File: config.mk
export PLATFORM = sky130hd
export DESIGN_NAME = rfb_ctrl
export DESIGN_NICKNAME = d
export VERILOG_FILES = /design/src/rtl/core/rfb_pkg.sv /design/src/rtl/core/rfb_ctrl.sv
export SDC_FILE = /design/constraint.sdc
export NUM_CORES = 1
export LEC_CHECK = 0
export BUFFER_PORTS_ARGS = -buffer_cell sky130_fd_sc_hd__buf_2
export CAP_MARGIN = 10
export CORE_AREA = 3 3 40 42
export CTS_BUF_LIST = sky130_fd_sc_hd__clkbuf_8
export DETAILED_ROUTE_END_ITERATION = 12
export DIE_AREA = 0 0 43 45
export PLACE_DENSITY = 0.4
export REMOVE_ABC_BUFFERS = 1
export SLEW_MARGIN = 20
export SYNTH_ARGS = -nofsm -noshare
export SYNTH_HDL_FRONTEND = slang
export SYNTH_SLANG_ARGS = --single-unit
File: constraint.sdc
create_clock -name clk -period 1.2 [get_ports clk]
set_input_delay 0.24 -clock clk [delete_from_list [all_inputs] [get_ports clk]]
set_output_delay 0.24 -clock clk [all_outputs]
set_load 0.01 [all_outputs]
File: src/rtl/core/rfb_pkg.sv
// rfb_pkg: shared types and constants for the ring FIFO burst block.
// Beat payload structs, operation codes, register map, controller links.
// No dependencies.
`default_nettype none

package rfb_pkg;

  localparam int RFB_DEPTH_LOG2 = 10;
  localparam int RFB_MAX_BURST  = 64;

  localparam int ELEM_W = 8;
  localparam int REQ_W  = 7;
  localparam int CNT_W  = 11;
  localparam int CAP_W  = 5;

  // operation codes
  localparam logic [1:0] OP_WRITE = 2'd0;
  localparam logic [1:0] OP_READ  = 2'd1;
  localparam logic [1:0] OP_PEEK  = 2'd2;
  localparam logic [1:0] OP_RESET = 2'd3;

  // register index (paddr[2])
  localparam logic REG_CAPACITY = 1'b0;

  typedef struct packed {
    logic [1:0]       operation;
    logic [ELEM_W-1:0] write_data;
    logic             write_last;
    logic [REQ_W-1:0] request_count;
  } in_t;

  typedef struct packed {
    logic [ELEM_W-1:0] read_data;
    logic              data_valid;
    logic              last;
    logic              write_accepted;
    logic [CNT_W-1:0]  transfer_count;
    logic [CNT_W-1:0]  fill_level;
    logic              is_empty;
    logic              is_full;
  } out_t;

  typedef struct packed {
    logic load;   // latch the incoming beat
    logic exec;   // decode and run write / reset / read setup
    logic step;   // issue one element read
  } cmd_t;

  typedef struct packed {
    logic [1:0] op;
    logic       n_zero;     // read/peek has nothing to deliver
    logic       step_last;  // current step is the final element
  } stat_t;

endpackage

`default_nettype wire

File: src/rtl/core/rfb_ctrl.sv
// rfb_ctrl: sequencing state machine for the ring FIFO burst block.
// Depends on rfb_pkg (cmd_t, stat_t, operation codes).
`default_nettype none

module rfb_ctrl
  import rfb_pkg::*;
(
  input  wire logic  clk,
  input  wire logic  rst,
  input  wire logic  start,
  output      logic  busy,
  output      cmd_t  cmd,
  input  wire stat_t stat
);

  typedef enum logic [2:0] {
    ST_IDLE   = 3'b001,
    ST_EXEC   = 3'b010,
    ST_STREAM = 3'b100
  } state_t;

  state_t state, state_next;
  logic   is_xfer;

  assign is_xfer = (stat.op == OP_READ) || (stat.op == OP_PEEK);

  always_comb begin
    state_next = state;
    cmd        = '0;
    unique case (state)
      ST_IDLE: begin
        if (start) begin
          cmd.load   = 1'b1;
          state_next = ST_EXEC;
        end
      end
      ST_EXEC: begin
        cmd.exec   = 1'b1;
        state_next = (is_xfer && !stat.n_zero) ? ST_STREAM : ST_IDLE;
      end
      ST_STREAM: begin
        cmd.step = 1'b1;
        if (stat.step_last) begin
          state_next = ST_IDLE;
        end
      end
      default: state_next = ST_IDLE;
    endcase
  end

  always_ff @(posedge clk) begin
    if (rst) begin
      state <= ST_IDLE;
    end else begin
      state <= state_next;
    end
  end

  assign busy = (state != ST_IDLE);

endmodule

`default_nettype wire

==> After elaboration in Yosys (flattened, before gate mapping) <==
Index checks and enable logic that the tools add are counted.
W data, S select, Z words.
{ "word_totals": {"wordCells": 21, "latch_bits": 0, "in_bits": 7, "output_inout_bits": 4, "romBits": 0, "regBits": 3, "ram_bits": 0, "n_memories": 0} }
{ "op_classes": {"bitwise": 0, "add_sub_neg": 0, "n_mul": 0, "eq_ne": 8, "shifts": 0, "order_cmp": 0, "div_mod_pow": 0, "reduce_logical": 4, "n_mux": 8} }
{ "op_table": {"columns": ["op", "n"], "rows": [
  ["$mux W3", 3],
  ["$pmux W3 S3", 1],
  ["$mux W1", 4],
  ["$ne A2 B2 Y1 const B", 2],
  ["$eq A3 B1 Y1 const B", 1],
  ["$eq A3 B2 Y1 const B", 1],
  ["$eq A3 B3 Y1 const B", 1],
  ["$ne A3 B1 Y1 const B", 1],
  ["$eq A2 B1 Y1 const B", 1],
  ["$eq A2 B2 Y1 const B", 1],
  ["$reduce_and A2 Y1", 1],
  ["$logic_and A1 B1 Y1", 1],
  ["$logic_not A1 Y1", 1],
  ["$logic_or A1 B1 Y1", 1]
]} }

==> Depth between registers and ports, before layout <==
Gate-level depths: netlist (run 1).
{ "logic_depth": {"depth_word": 5, "depth_mapped": 3} }

==> Worst setup path before layout (run 1) <==
OpenSTA, ideal clock, no wires.
{ "synth_timing": {"path_kind": "register to output", "startpoint": "reg state[0]", "endpoint": "out cmd[2] in the netlist's numbering", "t_arrival_ps": 958, "slack_ps": 2, "stages_incl_launch_ff": 4, "cell_sequence": "dfxtp_1 nor3b_1 inv_1 nor2_1"} }
{ "synth_rtl": {"columns": ["item", "line", "rtl"], "rows": [
  ["from (decl)", "rfb_ctrl.sv:22", "state_t state, state_next;"],
  ["from (signal assigned)", "rfb_ctrl.sv:55", "state <= state_next;"],
  ["to (decl)", "rfb_ctrl.sv:12", "output cmd_t cmd,"]
]} }

==> results of run 1 <==
## area by class of cell
type                            count  area, um2  share of cell area
Clock buffer                        3       41.3               0.115
Clock inverter                      1       3.75              0.0104
Sequential cell                     3       63.8               0.177
Multi-Input combinational cell     11        108               0.299
Inverter                            2       7.51              0.0208
Tap cell                           15       18.8              0.0521
Timing Repair Buffer               18        118               0.326
## power by group through the flow
stage	Combinational, mW	Sequential (mW)	Clock, mW
CTS	0.104	0.112	0.294
detailed placement	0.0639	0.111	0
finish	0.111	0.114	0.282
global route	0.122	0.114	0.300
global placement	0.0624	0.111	0
floorplan	0.0307	0.112	0
## cell families after synthesis
kind of cell | Yosys count
and+or+nand+nor | 7
buffers and inverters | 2
DFF | 3
AOI/OAI and AO/OA | 3
xor gates and xnor gates | 1
## metal layers
| layer | GRT usage | up-vias | wire length [um] |
|---|---|---|---|
| met4 | 0.0542 | 0 | 0 |
| met3 | 0.0359 | 0 | 39 |
| met1 | 0.0457 | 94 | 218 |
| li1 | - | 98 | - |
| met2 | 0.108 | 11 | 230 |
| met5 | 0 | - | 0 |
## repair_timing
| item | in CTS | in global routing |
|---|---|---|
| endpoints found under the setup margin | 4 | 5 |
| pin swaps | 3 | 0 |
| hold endpoints to repair | 0 | 0 |
| hold buffers | 0 | 0 |
| gates resized for setup | 7 | 2 |
| buffers inserted | 5 | 0 |
## synth_stat cells
master                    instances
sky130_fd_sc_hd__dfxtp_1          3
sky130_fd_sc_hd__inv_1            2
sky130_fd_sc_hd__nor3b_1          2
sky130_fd_sc_hd__nor3b_2          2
sky130_fd_sc_hd__a21oi_1          1
sky130_fd_sc_hd__and2b_2          1
sky130_fd_sc_hd__nor2_1           1
sky130_fd_sc_hd__nor3_2           1
sky130_fd_sc_hd__o21a_1           1
sky130_fd_sc_hd__o31ai_1          1
sky130_fd_sc_hd__xnor2_1          1
## worst paths after layout
check / slack, ps / cells after the start / endpoint / from
setup / recovery: -70 / 4 / cmd[2] / state[2]
hold / removal: 200 / 2 / state[1] / rst
hold reg to reg: 770 / 3 / state[0] / state[2]
setup reg to reg: -70 / 7 / state[1] / state[2]
## through the flow
step	worst slack (ps)	cells
after floorplan	2.00	16
after global placement	13.0	44
after detailed placement	-20.7	44
after CTS	-86.1	53
after global routing	-155	53
final	-74.5	53
==> qor.txt, run 1 <==
=================================================================================================================
Sequential-to-total area share from yosys stat                                                              0.378
CP Capture Type                                                                                        output pin
Deepest clock path buffer count                                                                                 2
Area growth from synthesis to layout                                                                         127%
Number of violations reported at the end of detailed-routing iteration 0                                        1
Via Count                                                                                                     203
Via/cell ratio                                                                                               3.83
Netlist area before placement                                                                             159 um2
DP Area                                                                                                   250 um2
Final weighted congestion in routability-driven placement                                                   0.756
Commonest cells after routing, fill and taps aside                                                   sky130_fd_sc_hd__buf_2, sky130_fd_sc_hd__buf_4, sky130_fd_sc_hd__nor3b_2, sky130_fd_sc_hd__clkbuf_8, sky130_fd_sc_hd__dfxtp_2
Relative contribution of combinational cells to total power                                                 0.219
Number of buffers created by CTS                                                                                3
Syn Inst Count                                                                                                 16
Kind of cell adding the most delay to the critical path                                                flip-flops
Cell chosen for the clock root                                                                       sky130_fd_sc_hd__clkbuf_8
Total inserted antenna cells                                                                                    0
Seq pwr share                                                                                               0.224
Status                                                                                               finished with violations
Headroom to the max-slew limit                                                                              0.857
Tot Pwr                                                                                                    507 uW
Buffering stage count on the worst path with inverters included                                                 2
Combinational family with the most area after synthesis                                              simple AND/OR/NAND/NOR gates
Maximum achievable frequency                                                                              785 MHz
Initial antenna violation count                                                                                 0
Detailed Place HPWL                                                                                        323 um
Max capacitance violation total                                                                                 0
Library cell with the largest summed area after synthesis                                            sky130_fd_sc_hd__dfxtp_1
Required @ worst endpoint                                                                                  960 ps
Starting Density                                                                                            0.124
Number of primary I/O pins                                                                                     11
Compound-cell area share of the yosys netlist                                                               0.126
Finished Cell Area                                                                                        360 um2
Arithmetic-cell share of the synthesized area counting full adders, half adders and majority gates              0
Largest net degree at the start of global routing                                                               4
Worst setup skew after layout                                                                             1.07 ps
Quantity of I/O buffers inserted on ports                                                                      10
Average cell area after synthesis                                                                        9.93 um2
Total routing resource utilization after global routing                                                    0.0607
Flip-flop count of the largest register after layout                                                            3
Detailed-route DRC error count                                                                                  0
Clock power share                                                                                           0.556
Share of cells above drive strength 1                                                                       0.816
Cell Int Power                                                                                             396 uW
Maximum fanout along the worst path                                                                             3
Register with the most flip-flops                                                                           state
Total congestion overflow                                                                                       0
Count of H-tree levels built during CTS                                                                         1
First-pass DRT Iterations                                                                                       3
Number of synthesized register bits                                                                             3
Longest individual stage delay on the worst path                                                           320 ps
Switching Share                                                                                             0.218
Switching power                                                                                            111 uW
Sink count of the clock tree                                                                                    3
Standard cell core area                                                                                  1280 um2
Simple-gate share of the synthesized area                                                                   0.394
Setup Viol. Count Final                                                                                         5
Die outline width                                                                                           43 um
Actual transition at the worst max-transition pin                                                          214 ps
Final design utilization                                                                                    0.280
Category of the critical setup timing path                                                           flop to output pin
Final nets                                                                                                     46
Final worst path period share                                                                                1.06
Final-layout fill cell count                                                                                  149
Clk Latency, worst-skew pair                                                                               210 ps
Final hold viol count                                                                                           0
Post-synthesis xor/xnor area fraction                                                                      0.0551
Clock tree from TritonCTS                                                                                   built
Cells taking the most area after synthesis                                                           sky130_fd_sc_hd__dfxtp_1, sky130_fd_sc_hd__nor3b_2, sky130_fd_sc_hd__nor3b_1
Setup repair after global routing missed its margin                                                           yes
Most common cell after layout, fill and taps aside                                                   sky130_fd_sc_hd__buf_2
Max VDD drop                                                                                               469 uV
Routed length per placed instance                                                                         9.21 um
Endpoint arrival time on the critical path                                                                1030 ps
CP cell instances                                                                                    nor3b_4 > inv_2 > nor2_1 > buf_2
Die area                                                                                                 1940 um2
Max stage delay cell, worst path                                                                     sky130_fd_sc_hd__dfxtp_2
Top Registers                                                                                           state (3)
Number of pins with negative max-slew slack in the final report                                                 0
Post-route worst hold slack                                                                                202 ps
Die boundary height                                                                                         45 um
Startpoint type of the worst setup path                                                                      flop
Leak                                                                                                     0.181 nW
Violated checks                                                                                      setup timing
Total number of placement rows                                                                                 13
Period minus WS final                                                                                     1270 ps
Global-route wire length before repair                                                                     786 um
Yosys warning count                                                                                             0
Number of nets with antenna violations after detailed routing                                                   0
Fraction of post-synthesis cell area in the top cell type by area                                           0.378
Clock transition at path regs                                                                               30 ps
Total negative setup slack                                                                                -203 ps
Fraction of synthesized area in multiplexers                                                                    0
P per Cell Area                                                                                       1410 nW/um2
Via count of the first global-routing pass                                                                    231
Type of the most critical hold path                                                                  input pin to flop
Count of unique library cells instantiated by Yosys                                                            11
Drt total wl                                                                                               488 um
Worst path setup slack after routing                                                                     -74.5 ps
=================================================================================================================
Note: power is estimated with default switching activity, not from simulation.
==> run 2: changes to the inputs <==
TNS_END_PERCENT = 20   (was default)
==> run 2 against run 1 <==
The run still ends with setup timing left. Sequential cell count stayed put. Via count is 3.4% lower. Core utilization is 1.9 points lower. Critical path depth stayed put. Final cell count is 3.8% lower. Global-route usage is 0.42 points lower. Largest cell class is now multi-input gates.
==> qor.txt, run 2 (synthesis gave the netlist of run 1 again) <==
=======================================================================================
Worst-case register-to-register setup slack                                      110 ps   was -70 ps
Starting Density                                                                  0.124   unchanged
Final-layout fill cell count                                                        145   was 149
Final weighted congestion in routability-driven placement                         0.756   unchanged
Reg-to-reg endpoint                                                            state[0]   was state[1]
Switching power                                                                  105 uW   was 111 uW
Leak                                                                           0.167 nW   was 0.181 nW
Area growth from synthesis to layout                                               112%   was 127%
Violated checks                                                            setup timing   unchanged
Routed length per placed instance                                               8.69 um   was 9.21 um
Final hold viol count                                                                 0   unchanged
Status                                                                     finished with violations   unchanged
Standard cell core area                                                        1280 um2   unchanged
CP cell instances                                                          nor3b_2 > inv_1 > nor2_1 > buf_2   was nor3b_4 > inv_2 > nor2_1 > buf_2
DP Area                                                                         250 um2   unchanged
CP Capture Type                                                              output pin   unchanged
Origin of the worst min-delay path                                                  rst   unchanged
Sequential cell area                                                           62.6 um2   was 63.8 um2
Category of the critical setup timing path                                 flop to output pin   unchanged
Max VDD drop                                                                     473 uV   was 469 uV
Via count of the first global-routing pass                                          197   was 231
Number of violations reported at the end of detailed-routing iteration 0              2   was 1
Setup Viol. Count Final                                                               3   was 5
First-pass DRT Iterations                                                             3   unchanged
Top Registers                                                                 state (3)   unchanged
WHS Endpoint                                                                   state[1]   unchanged
Launch point of the worst reg-to-reg path                                      state[0]   was state[2]
Switching Share                                                                   0.217   was 0.218
Type of the most critical hold path                                        input pin to flop   unchanged
Period minus WS final                                                           1270 ps   about the same
Die boundary height                                                               45 um   unchanged
Area taken by multi-input logic gates                                           108 um2   unchanged
Via/cell ratio                                                                     3.84   was 3.83
Clock power share                                                                 0.584   was 0.556
Die outline width                                                                 43 um   unchanged
Initial antenna violation count                                                       0   unchanged
Flip-flop count of the largest register after layout                                  3   unchanged
Share of cells above drive strength 1                                             0.750   was 0.816
Cell chosen for the clock root                                             sky130_fd_sc_hd__clkbuf_8   unchanged
Total inserted antenna cells                                                          0   unchanged
Final worst path period share                                                      1.05   was 1.06
Register with the most flip-flops                                                 state   unchanged
Clock transition at path regs                                                     30 ps   about the same
Maximum fanout along the worst path                                                   3   unchanged
Die area                                                                       1940 um2   unchanged
Endpoint arrival time on the critical path                                      1030 ps   about the same
Worst path setup slack after routing                                           -65.8 ps   was -74.5 ps
Clock tree from TritonCTS                                                         built   unchanged
Via Count                                                                           196   was 203
Commonest cells after routing, fill and taps aside                         sky130_fd_sc_hd__buf_2, sky130_fd_sc_hd__buf_4, sky130_fd_sc_hd__nor3b_2, sky130_fd_sc_hd__inv_1, sky130_fd_sc_hd__clkbuf_8   was sky130_fd_sc_hd__buf_2, sky130_fd_sc_hd__buf_4, sky130_fd_sc_hd__nor3b_2, sky130_fd_sc_hd__clkbuf_8, sky130_fd_sc_hd__dfxtp_2
Total number of placement rows                                                       13   unchanged
Deepest clock path buffer count                                                       2   unchanged
Quantity of I/O buffers inserted on ports                                            10   unchanged
P per Cell Area                                                             1440 nW/um2   was 1410 nW/um2
Number of cell instances on the worst register-to-register path                       4   was 7
Max stage delay cell, worst path                                           sky130_fd_sc_hd__dfxtp_2   unchanged
Detailed-route DRC error count                                                        0   unchanged
Worst Hold Path Cells                                                                 2   unchanged
Worst setup skew after layout                                                   1.41 ps   was 1.07 ps
Number of buffers created by CTS                                                      3   unchanged
Finished Cell Area                                                              337 um2   was 360 um2
Drt total wl                                                                     443 um   was 488 um
Setup slack after placement                                                    -20.7 ps   unchanged
Number of primary I/O pins                                                           11   unchanged
Global-route wire length before repair                                           724 um   was 786 um
Relative contribution of combinational cells to total power                       0.188   was 0.219
Largest net degree at the start of global routing                                     4   unchanged
Kind of cell adding the most delay to the critical path                      flip-flops   unchanged
Setup repair after global routing missed its margin                                 yes   unchanged
Most common cell after layout, fill and taps aside                         sky130_fd_sc_hd__buf_2   unchanged
Tot Pwr                                                                          483 uW   was 507 uW
Longest individual stage delay on the worst path                                 310 ps   was 320 ps
Count of H-tree levels built during CTS                                               1   unchanged
Seq pwr share                                                                     0.228   was 0.224
Total routing resource utilization after global routing                          0.0566   was 0.0607
Maximum achievable frequency                                                    790 MHz   was 785 MHz
Clk Latency, worst-skew pair                                                     210 ps   about the same
Sink count of the clock tree                                                          3   unchanged
Buffering stage count on the worst path with inverters included                       2   unchanged
Detailed Place HPWL                                                              323 um   unchanged
Total congestion overflow                                                             0   unchanged
Actual transition at the worst max-transition pin                                211 ps   was 214 ps
Cell Int Power                                                                   378 uW   was 396 uW
Required @ worst endpoint                                                        960 ps   about the same
Number of nets with antenna violations after detailed routing                         0   unchanged
Cts hold-fix bufs                                                                     0   unchanged
Number of pins with negative max-slew slack in the final report                       0   unchanged
Headroom to the max-slew limit                                                    0.859   was 0.857
Final nets                                                                           44   was 46
Max capacitance violation total                                                       0   unchanged
Startpoint type of the worst setup path                                            flop   unchanged
=======================================================================================
-- run 2: cell types whose count changed in the layout (fill, tap and decap cells not counted) --
cell,previous run,this run
sky130_fd_sc_hd__dfxtp_1,0,1
sky130_fd_sc_hd__inv_1,2,3
sky130_fd_sc_hd__dfxtp_2,3,2
sky130_fd_sc_hd__buf_6,2,0
sky130_fd_sc_hd__inv_2,1,0
-- run 2: worst register-to-register path, delay by kind of cell (launching register included) --
kind | cells | cell delay [ps]
AOI/OAI and AO/OA | 1 | 100
buffers and inverters | 1 | 140
DFF | 1 | 290
and+or+nand+nor | 2 | 430
-- run 2: area by class of cell --
type,instances,area share
clock buffer,3,0.123
clock inverter,1,0.0112
inverter,2,0.0223
multi-input combinational,11,0.320
sequential,3,0.186
tap,15,0.0558
timing repair buffer,16,0.283
-- run 2: worst max path at each step --
stage          startpoint  endpoint  slack [ps]  cells past startpoint
2_1_floorplan    state[0]    cmd[2]           2                      3
3_3_place_gp     state[1]    cmd[2]          10                      4
3_5_place_dp     state[1]    cmd[2]         -20                      4
4_1_cts          state[2]    cmd[2]         -90                      4
5_1_grt          state[1]    cmd[2]        -190                      4
6_report         state[1]    cmd[2]         -70                      4
-- run 2: repair_timing --
item                                   CTS  global route
setup endpoints to repair                4             4
gates cloned                             0             0
buffers inserted                         2             1
pin swaps                                3             1
endpoints found under the hold margin    0             0
resized for setup                        5             0
-- run 2: layer usage --
metal,track usage,vias up,share of wire
li1,-,95,-
met1,0.0529,90,0.45
met2,0.0838,11,0.42
met3,0.0359,0,0.12
met4,0.0542,0,0
met5,0,-,0
-- run 2: metrics by stage --
stage                     TNS (ps)   util  hold slack, ps  instances
after floorplan                  0      -             311         16
after global placement           0  0.195             426         44
after detailed placement     -20.7  0.195             433         44
after CTS                     -168  0.256             196         50
after global routing          -402  0.262             208         51
final                         -105  0.262             205         51
-- run 2: power groups by stage --
stage,sequential [mW],clock (mW),combinational [mW]
floorplan,0.112,0,0.0307
global placement,0.111,0,0.0624
detailed placement,0.111,0,0.0639
CTS,0.111,0.294,0.0837
global route,0.111,0.300,0.101
finish,0.110,0.282,0.0906
